<file path="src/sv/i2cms_pkg.sv">
// shared types and codes for the i2c master transfer sequencer
// no dependencies; imported by the top level, i2cms_ctrl and i2cms_chk
`timescale 1ns / 1ps

package i2cms_pkg;

	typedef enum logic [2:0] {
		FUNC_LOAD   = 3'd0,
		FUNC_WRITE  = 3'd1,
		FUNC_READ   = 3'd2,
		FUNC_STATUS = 3'd3,
		FUNC_FETCH  = 3'd4
	} func_t;

	typedef enum logic [2:0] {
		CMD_NONE  = 3'd0,
		CMD_RESET = 3'd1,
		CMD_START = 3'd2,
		CMD_STOP  = 3'd3,
		CMD_ACK   = 3'd4,
		CMD_NACK  = 3'd5
	} cmd_t;

	localparam logic [7:0] STATUS_MASK    = 8'hF8;
	localparam logic [7:0] ST_START       = 8'h08;
	localparam logic [7:0] ST_RSTART      = 8'h10;
	localparam logic [7:0] ST_SLA_W_ACK   = 8'h18;
	localparam logic [7:0] ST_DATA_W_ACK  = 8'h28;
	localparam logic [7:0] ST_SLA_R_ACK   = 8'h40;
	localparam logic [7:0] ST_DATA_R_ACK  = 8'h50;
	localparam logic [7:0] ST_DATA_R_NACK = 8'h58;

	// what the output stage needs to build a result
	typedef struct packed {
		cmd_t cmd;
		logic txv;
		logic use_rd;
		logic fetch;
	} item_ctl_t;

	typedef struct packed {
		logic       we;
		logic       re;
		logic [7:0] wdata;
	} mem_req_t;

endpackage

</file>
<file path="src/sv/i2c_master_transfer_sequencer.sv">
// I2C master transfer sequencer. One request is accepted per clock while in_stall is low. The
// byte store read and the request's control are registered at the accepting edge; the output
// register loads from them when stage 1 advances and so presents the result. A held result
// stalls the input only once the request behind it is also waiting.
// Each request makes at most one access to the byte store, a ram with a registered read, so
// a read always sees a write made by an earlier request. Position and transfer length live in
// flip-flops and update at acceptance. Store entries never loaded read back as unknown.
// depends on i2cms_pkg, i2cms_ram, i2cms_ctrl
`timescale 1ns / 1ps

module i2c_master_transfer_sequencer
	import i2cms_pkg::*;
#(
	parameter int STORE_DEPTH = 128
) (
	input  logic       clk,
	input  logic       arst_n,
	input  logic       in_valid,
	output logic       in_stall,
	input  logic [2:0] func,
	input  logic [6:0] slave_addr,
	input  logic [6:0] byte_count,
	input  logic [6:0] byte_index,
	input  logic [7:0] load_byte,
	input  logic [7:0] status_code,
	input  logic [7:0] rx_byte,
	output logic       out_valid,
	input  logic       out_stall,
	output logic [2:0] bus_command,
	output logic       tx_valid,
	output logic [7:0] tx_byte,
	output logic [7:0] fetched_byte
);

	localparam int AW = $clog2(STORE_DEPTH);

	logic           take;
	logic           adv;
	mem_req_t       mem_req;
	logic [AW-1:0]  mem_addr;
	item_ctl_t      ctl;
	item_ctl_t      ctl_s1;
	logic           valid_s1;
	logic [7:0]     rd_data;
	logic           out_valid_q;
	cmd_t           cmd_q;
	logic           txv_q;
	logic [7:0]     txb_q;
	logic [7:0]     fb_q;

	// stage 1 moves on unless a held result blocks the output register
	assign adv      = valid_s1 && !(out_valid_q && out_stall);
	assign in_stall = valid_s1 && out_valid_q && out_stall;
	assign take     = in_valid && !in_stall;

	i2cms_ctrl #(
		.STORE_DEPTH(STORE_DEPTH)
	) u_ctrl (
		.clk        (clk),
		.arst_n     (arst_n),
		.take       (take),
		.func       (func),
		.slave_addr (slave_addr),
		.byte_count (byte_count),
		.byte_index (byte_index),
		.load_byte  (load_byte),
		.status_code(status_code),
		.rx_byte    (rx_byte),
		.mem_req    (mem_req),
		.mem_addr   (mem_addr),
		.ctl        (ctl)
	);

	i2cms_ram #(
		.WIDTH(8),
		.DEPTH(STORE_DEPTH)
	) u_store (
		.clk  (clk),
		.we   (mem_req.we),
		.waddr(mem_addr),
		.wdata(mem_req.wdata),
		.re   (mem_req.re),
		.raddr(mem_addr),
		.rdata(rd_data)
	);

	always_ff @(posedge clk or negedge arst_n) begin
		if (!arst_n) begin
			valid_s1    <= 1'b0;
			out_valid_q <= 1'b0;
		end else begin
			if (take) begin
				valid_s1 <= 1'b1;
			end else if (adv) begin
				valid_s1 <= 1'b0;
			end
			if (adv) begin
				out_valid_q <= 1'b1;
			end else if (!out_stall) begin
				out_valid_q <= 1'b0;
			end
		end
	end

	always_ff @(posedge clk) begin
		if (take) begin
			ctl_s1 <= ctl;
		end
		if (adv) begin
			cmd_q <= ctl_s1.cmd;
			txv_q <= ctl_s1.txv;
			txb_q <= (ctl_s1.txv && ctl_s1.use_rd) ? rd_data : 8'd0;
			fb_q  <= (ctl_s1.fetch && ctl_s1.use_rd) ? rd_data : 8'd0;
		end
	end

	assign out_valid    = out_valid_q;
	assign bus_command  = cmd_q;
	assign tx_valid     = txv_q;
	assign tx_byte      = txb_q;
	assign fetched_byte = fb_q;

endmodule

</file>
<file path="src/sv/i2cms_ram.sv">
// generic ram with separate write and read addresses, one write and one registered read per cycle
// no dependencies
`timescale 1ns / 1ps

module i2cms_ram #(
	parameter int WIDTH = 8,
	parameter int DEPTH = 128
) (
	input  logic                     clk,
	input  logic                     we,
	input  logic [$clog2(DEPTH)-1:0] waddr,
	input  logic [WIDTH-1:0]         wdata,
	input  logic                     re,
	input  logic [$clog2(DEPTH)-1:0] raddr,
	output logic [WIDTH-1:0]         rdata
);

	logic [WIDTH-1:0] mem_q [DEPTH];
	logic [WIDTH-1:0] rdata_q;

	always_ff @(posedge clk) begin
		if (we) begin
			mem_q[waddr] <= wdata;
		end
		if (re) begin
			rdata_q <= mem_q[raddr];
		end
	end

	assign rdata = rdata_q;

endmodule

</file>
<file path="src/sv/i2cms_ctrl.sv">
// request decoder: position and length registers, byte store access and command choice
// depends on i2cms_pkg
`timescale 1ns / 1ps

module i2cms_ctrl
	import i2cms_pkg::*;
#(
	parameter int STORE_DEPTH = 128
) (
	input  logic                           clk,
	input  logic                           arst_n,
	input  logic                           take,
	input  logic [2:0]                     func,
	input  logic [6:0]                     slave_addr,
	input  logic [6:0]                     byte_count,
	input  logic [6:0]                     byte_index,
	input  logic [7:0]                     load_byte,
	input  logic [7:0]                     status_code,
	input  logic [7:0]                     rx_byte,
	output mem_req_t                       mem_req,
	output logic [$clog2(STORE_DEPTH)-1:0] mem_addr,
	output item_ctl_t                      ctl
);

	localparam int AW = $clog2(STORE_DEPTH);
	localparam logic [8:0] DEPTH9 = 9'(STORE_DEPTH);

	logic [7:0] pos_q, pos_d;
	logic [7:0] tlen_q, tlen_d;
	logic [7:0] st;
	logic [8:0] idx;
	logic [7:0] p;
	logic [7:0] pos_inc;

	assign st      = status_code & STATUS_MASK;
	assign idx     = {2'b00, byte_index} + 9'd1;
	assign pos_inc = pos_q + 8'd1;
	// a start or repeated start rewinds to the address byte
	assign p       = (st == ST_START || st == ST_RSTART) ? 8'd0 : pos_q;

	always_comb begin
		mem_req  = '0;
		mem_addr = '0;
		ctl      = '{cmd: CMD_NONE, txv: 1'b0, use_rd: 1'b0, fetch: 1'b0};
		pos_d    = pos_q;
		tlen_d   = tlen_q;
		unique case (func_t'(func))
			FUNC_LOAD: begin
				mem_req.we    = (idx < DEPTH9);
				mem_req.wdata = load_byte;
				mem_addr      = idx[AW-1:0];
			end
			FUNC_WRITE, FUNC_READ: begin
				mem_req.we    = 1'b1;
				mem_req.wdata = {slave_addr, (func_t'(func) == FUNC_READ)};
				tlen_d        = {1'b0, byte_count} + 8'd1;
				ctl.cmd       = CMD_START;
			end
			FUNC_STATUS: begin
				unique case (st) inside
					ST_START, ST_RSTART, ST_SLA_W_ACK, ST_DATA_W_ACK: begin
						pos_d = p;
						if (p < tlen_q) begin
							ctl.txv    = 1'b1;
							mem_req.re = ({1'b0, p} < DEPTH9);
							ctl.use_rd = ({1'b0, p} < DEPTH9);
							mem_addr   = p[AW-1:0];
							pos_d      = p + 8'd1;
							ctl.cmd    = CMD_NACK;
						end else begin
							ctl.cmd = CMD_STOP;
						end
					end
					ST_DATA_R_ACK: begin
						mem_req.we    = ({1'b0, pos_q} < DEPTH9);
						mem_req.wdata = rx_byte;
						mem_addr      = pos_q[AW-1:0];
						pos_d         = pos_inc;
						ctl.cmd       = (({1'b0, pos_inc} + 9'd1) < {1'b0, tlen_q})
						                ? CMD_ACK : CMD_NACK;
					end
					ST_SLA_R_ACK: begin
						ctl.cmd = (({1'b0, pos_q} + 9'd1) < {1'b0, tlen_q})
						          ? CMD_ACK : CMD_NACK;
					end
					ST_DATA_R_NACK: begin
						mem_req.we    = ({1'b0, pos_q} < DEPTH9);
						mem_req.wdata = rx_byte;
						mem_addr      = pos_q[AW-1:0];
						ctl.cmd       = CMD_STOP;
					end
					default: begin
						ctl.cmd = CMD_RESET;
					end
				endcase
			end
			FUNC_FETCH: begin
				mem_req.re = (idx < DEPTH9);
				ctl.use_rd = (idx < DEPTH9);
				ctl.fetch  = 1'b1;
				mem_addr   = idx[AW-1:0];
			end
			default: begin
			end
		endcase
		if (!take) begin
			mem_req.we = 1'b0;
			mem_req.re = 1'b0;
		end
	end

	always_ff @(posedge clk or negedge arst_n) begin
		if (!arst_n) begin
			pos_q  <= '0;
			tlen_q <= '0;
		end else if (take) begin
			pos_q  <= pos_d;
			tlen_q <= tlen_d;
		end
	end

endmodule

</file>
<file path="config.mk">
export PLATFORM = sky130hd
export DESIGN_NAME = i2c_master_transfer_sequencer
export DESIGN_NICKNAME = d
export VERILOG_FILES = /design/src/sv/i2cms_pkg.sv /design/src/sv/i2c_master_transfer_sequencer.sv /design/src/sv/i2cms_ram.sv /design/src/sv/i2cms_ctrl.sv
export SDC_FILE = /design/constraint.sdc
export NUM_CORES = 1
export LEC_CHECK = 0
export BUFFER_PORTS_ARGS = -buffer_cell sky130_fd_sc_hd__buf_2
export CORE_MARGIN = 2
export CORE_UTILIZATION = 45
export CTS_BUF_LIST = sky130_fd_sc_hd__clkbuf_16
export DETAILED_ROUTE_END_ITERATION = 8
export GPL_TIMING_DRIVEN = 0
export SETUP_SLACK_MARGIN = 0.5
export SYNTH_ARGS = -nofsm -noshare
export SYNTH_HDL_FRONTEND = slang
export SYNTH_HIERARCHICAL = 1
export SYNTH_SLANG_ARGS = --single-unit
</file>
<file path="constraint.sdc">
create_clock -name clk -period 5.35 [get_ports clk]
set_clock_uncertainty 0.15 [all_clocks]
set_input_delay 0.535 -clock clk [delete_from_list [all_inputs] [get_ports clk]]
set_output_delay 0.535 -clock clk [all_outputs]
set_load 0.02 [all_outputs]
</file>
==> flow_summary.yaml <==
timing:
  tightest_slew_ns: 0.970
  finalHoldWorstSlack_ns: 0.0471
  finalSetupViolations: 8
  hold_violations: 0
  final.period_utilization_pct: 106
  setup_slack_ns: -0.309
  maxSlewHeadroom_pct: 35.2
  finalCriticalPeriod_ns: 5.66
  clock.fmax_mhz: 177
  rsz0062_at_grt: "true"
  drv_slew: 0
pwr:
  power_leakage_nw: 16.1
  p_int_mw: 13.7
  p_seq_share_pct: 53.1
  combPwrFrac_pct: 6.8
  power.switching_fraction_pct: 22.2
  powerDensity_nw_per_um2: 342
  ir_drop_mv: 0.264
  p_clk_share_pct: 40.1
  switching_power_mw: 3.90
global_route:
  grt_overflow: 0
  grt_antenna_before_repair: 2
  grt_pass1_vias: 22100
  grt_max_degree: 72
  grt_first_pass_wirelength_um: 156000
  track_usage_pct: 22.2
synthesis:
  yosysMostFrequentCell: "edfxtp_1"
  syn_avg_cell_area_um2: 21.6
  synth_edf_count: 1058
  ys_ff_latch: 1076
  synth_top_cell_by_area: "edfxtp_1"
  synth_area_leaders: "edfxtp_1 74%, mux4_2 18%, nor2_1 1.3%, dfrtp_1 1.0%, ha_1 0.81%"
  synthArstFlopShare_pct: 1.67
  ys.flop_type: "edfxtp_1"
  syn_nets: 2074
  synth_cell_types: 65
  syn_inst: 1994
  synth_commonest_cells: "1,058 x edfxtp_1, 336 x mux4_2, 153 x nor2_1"
  synth-seq-area-share_pct: 74.8
  synth_area_um2: 43100
  yosys.area.top_type_share_pct: 73.7
  ys_warn_count: 6
outcome:
  violations: "setup timing"
  status: "complete, but fails checks"
min_path:
  hold_class: "input port to flop"
drt:
  ant_nets: 0
  drt-initial-drc-count: 2164
  drc: 0
  drtPass1Iterations: 7
  wl_per_cell_um: 30.0
  vias: 21800
  routed_via_density: 6.00
  totalWireLength_um: 109000
floorplan:
  chipHeight_um: 313
  pin_count: 74
  rows: 113
  coreArea_um2: 95000
  dieArea_um2: 98200
  initial_core_util_pct: 45.3
  fp.dieW_um: 313
setup_path:
  crit_arrival_ns: 5.92
  path_max_fanout: 7
  required_ns: 5.61
  start_kind: "input port"
  critPathCaptureType: "flop"
  worst-setup-path-type: "input port to flop"
clock_tree:
  cts_made_buffers: 109
  cts_num_sinks: 1076
  insertion_delay_ns: 0.72
  clk_pin_slew_ns: 0.06
  clock_path_buffers: 3
  cts_tree: "built"
  root_buffer: "clkbuf_16"
  cts_max_level: 3
layout:
  fin_cells: 3628
  finalNetCount: 2359
  design_area_um2: 51500
  diodes: 0
  layout-drive-gt1-share_pct: 38.7
  syn_to_final_growth_pct: 19.5
  final_util_pct: 54.2
placed_design:
  pre_cts_slack_ns: -2.13
  placed_area_um2: 45800
  dp_hpwl_um: 72000
  gp_congestion: 0.851
  dp.cells: 3346
  port_buffers: 68
flow_run:
  maxCapViolations: 0
[per-layer routing]
layer | GRT usage, % | vias to the layer above | wire length, µm
li1 | - | 8967 | -
met1 | 31.0 | 11700 | 44100
met2 | 36.2 | 940 | 53100
met3 | 4.40 | 162 | 8780
met4 | 6.08 | 0 | 2890
met5 | 0 | - | 0
[registers in the layout, indices dropped and copies added, names as in the netlist]
signal,flops
u_store/mem_q,1024
fetched_byte,8
tx_byte,8
u_ctrl/pos_q,8
u_ctrl/tlen_q,8
u_store/rdata,8
ctl_s1,6
bus_command,3
out_valid,1
tx_valid,1
valid_s1,1
[stage by stage]
stage                     power (mW)   TNS, ns
after CTS                       17.7     -1.87
after global routing            18.1     -2.49
after global placement          10.6  -3457.72
final                           17.6     -2.28
after detailed placement        10.6  -1032.92
after floorplan                 10.2    -87.63
[layout by cell type, fill, tap and decap left out, types with 7 or more instances in the layout]
master	n
buf_8	11
buf_16	16
clkbuf_2	14
xor2_1	10
clkinv_2	15
o21ai_1	12
dfrtp_1	18
edfxtp_1	1058
ha_4	7
inv_1	39
nand2b_1	9
clkbuf_1	13
mux2_4	8
clkbuf_4	15
ha_1	21
xnor2_1	14
nand2_2	7
buf_2	79
buf_4	66
nand4_1	10
buf_12	35
clkinv_1	33
buf_6	9
a21oi_1	11
nand3_1	22
nor2_1	50
nor3_4	8
mux4_2	336
and2_1	7
nor2_2	8
nor2_4	95
and3_1	15
dlygate4sd3_1	10
clkbuf_16	111
nand2_1	30
and2_4	7
[power groups by stage]
stage / clock network (mW) / logic [mW] / registers [mW]
final: 7.06 / 1.19 / 9.34
after global routing: 7.54 / 1.26 / 9.34
after CTS: 7.20 / 1.18 / 9.34
after detailed placement: 0 / 1.09 / 9.52
after global placement: 0 / 1.02 / 9.56
after floorplan: 0 / 0.623 / 9.55
[path summary, 6_finish.rpt]
kind / start / to / slack [ns] / cells after the start
setup / recovery: status_code[7] / u_store/rdata[0]$_DFFE_PP_ / -0.31 / 21
max in group asynchronous: arst_n / u_ctrl/pos_q[4]$_DFFE_PN0P_ / 4.55 / 2
setup reg to reg: u_ctrl/pos_q[5]$_DFFE_PN0P_ / u_store/rdata[0]$_DFFE_PP_ / -0.18 / 18
min in group asynchronous: arst_n / out_valid$_DFFE_PN0P_ / 0.17 / 2
hold reg to reg: ctl_s1[3]$_DFFE_PP_ / bus_command[0]$_DFFE_PP_ / 0.27 / 0
hold / removal: byte_count[6] / u_ctrl/tlen_q[6]$_DFFE_PN0P_ / 0.05 / 4
[worst max-delay path, cell delays in order]
cell	delay, ns
buf_8	0.09
or2_1	0.22
buf_6	0.12
or3_4	0.40
clkbuf_16	0.17
and2_4	0.17
ha_4	0.26
nand4_1	0.13
a221o_2	0.37
and2_4	0.17
buf_6	0.11
ha_4	0.14
a221o_2	0.42
clkbuf_16	0.19
buf_12	0.13
buf_16	0.18
buf_12	0.16
mux4_2	0.47
mux4_2	0.59
mux4_2	0.53
mux2_4	0.33
[kinds of logic after synthesis]
kind of cell | Yosys count | synth area share, %
AO/OA/AOI/OAI | 82 | 1.43
XOR/XNOR | 24 | 0.488
adder cells (fa/ha/maj) | 28 | 0.813
buffers and inverters | 123 | 1.29
flip-flops | 1076 | 74.8
multiplexers | 345 | 17.8
AND/OR/NAND/NOR | 316 | 3.40
[layout make-up]
class	count	area, µm²
inverter	14	52.6
clock buffer	109	2730
multi-input combinational	795	11500
sequential	1076	32200
clock inverter	86	618
buffer	109	1080
fill	7227	43500
tap	1265	1580
timing repair buffer	174	1740
[what timing repair did]
item,4_1_cts,5_1_grt
resized for setup,327,67
cloned,8,0
endpoints found under the hold margin,27,0
setup buffers,59,10
hold buffers,10,0
pin swaps,36,12
setup endpoints to repair,1024,953
Note: power is estimated with default switching activity, not from simulation.
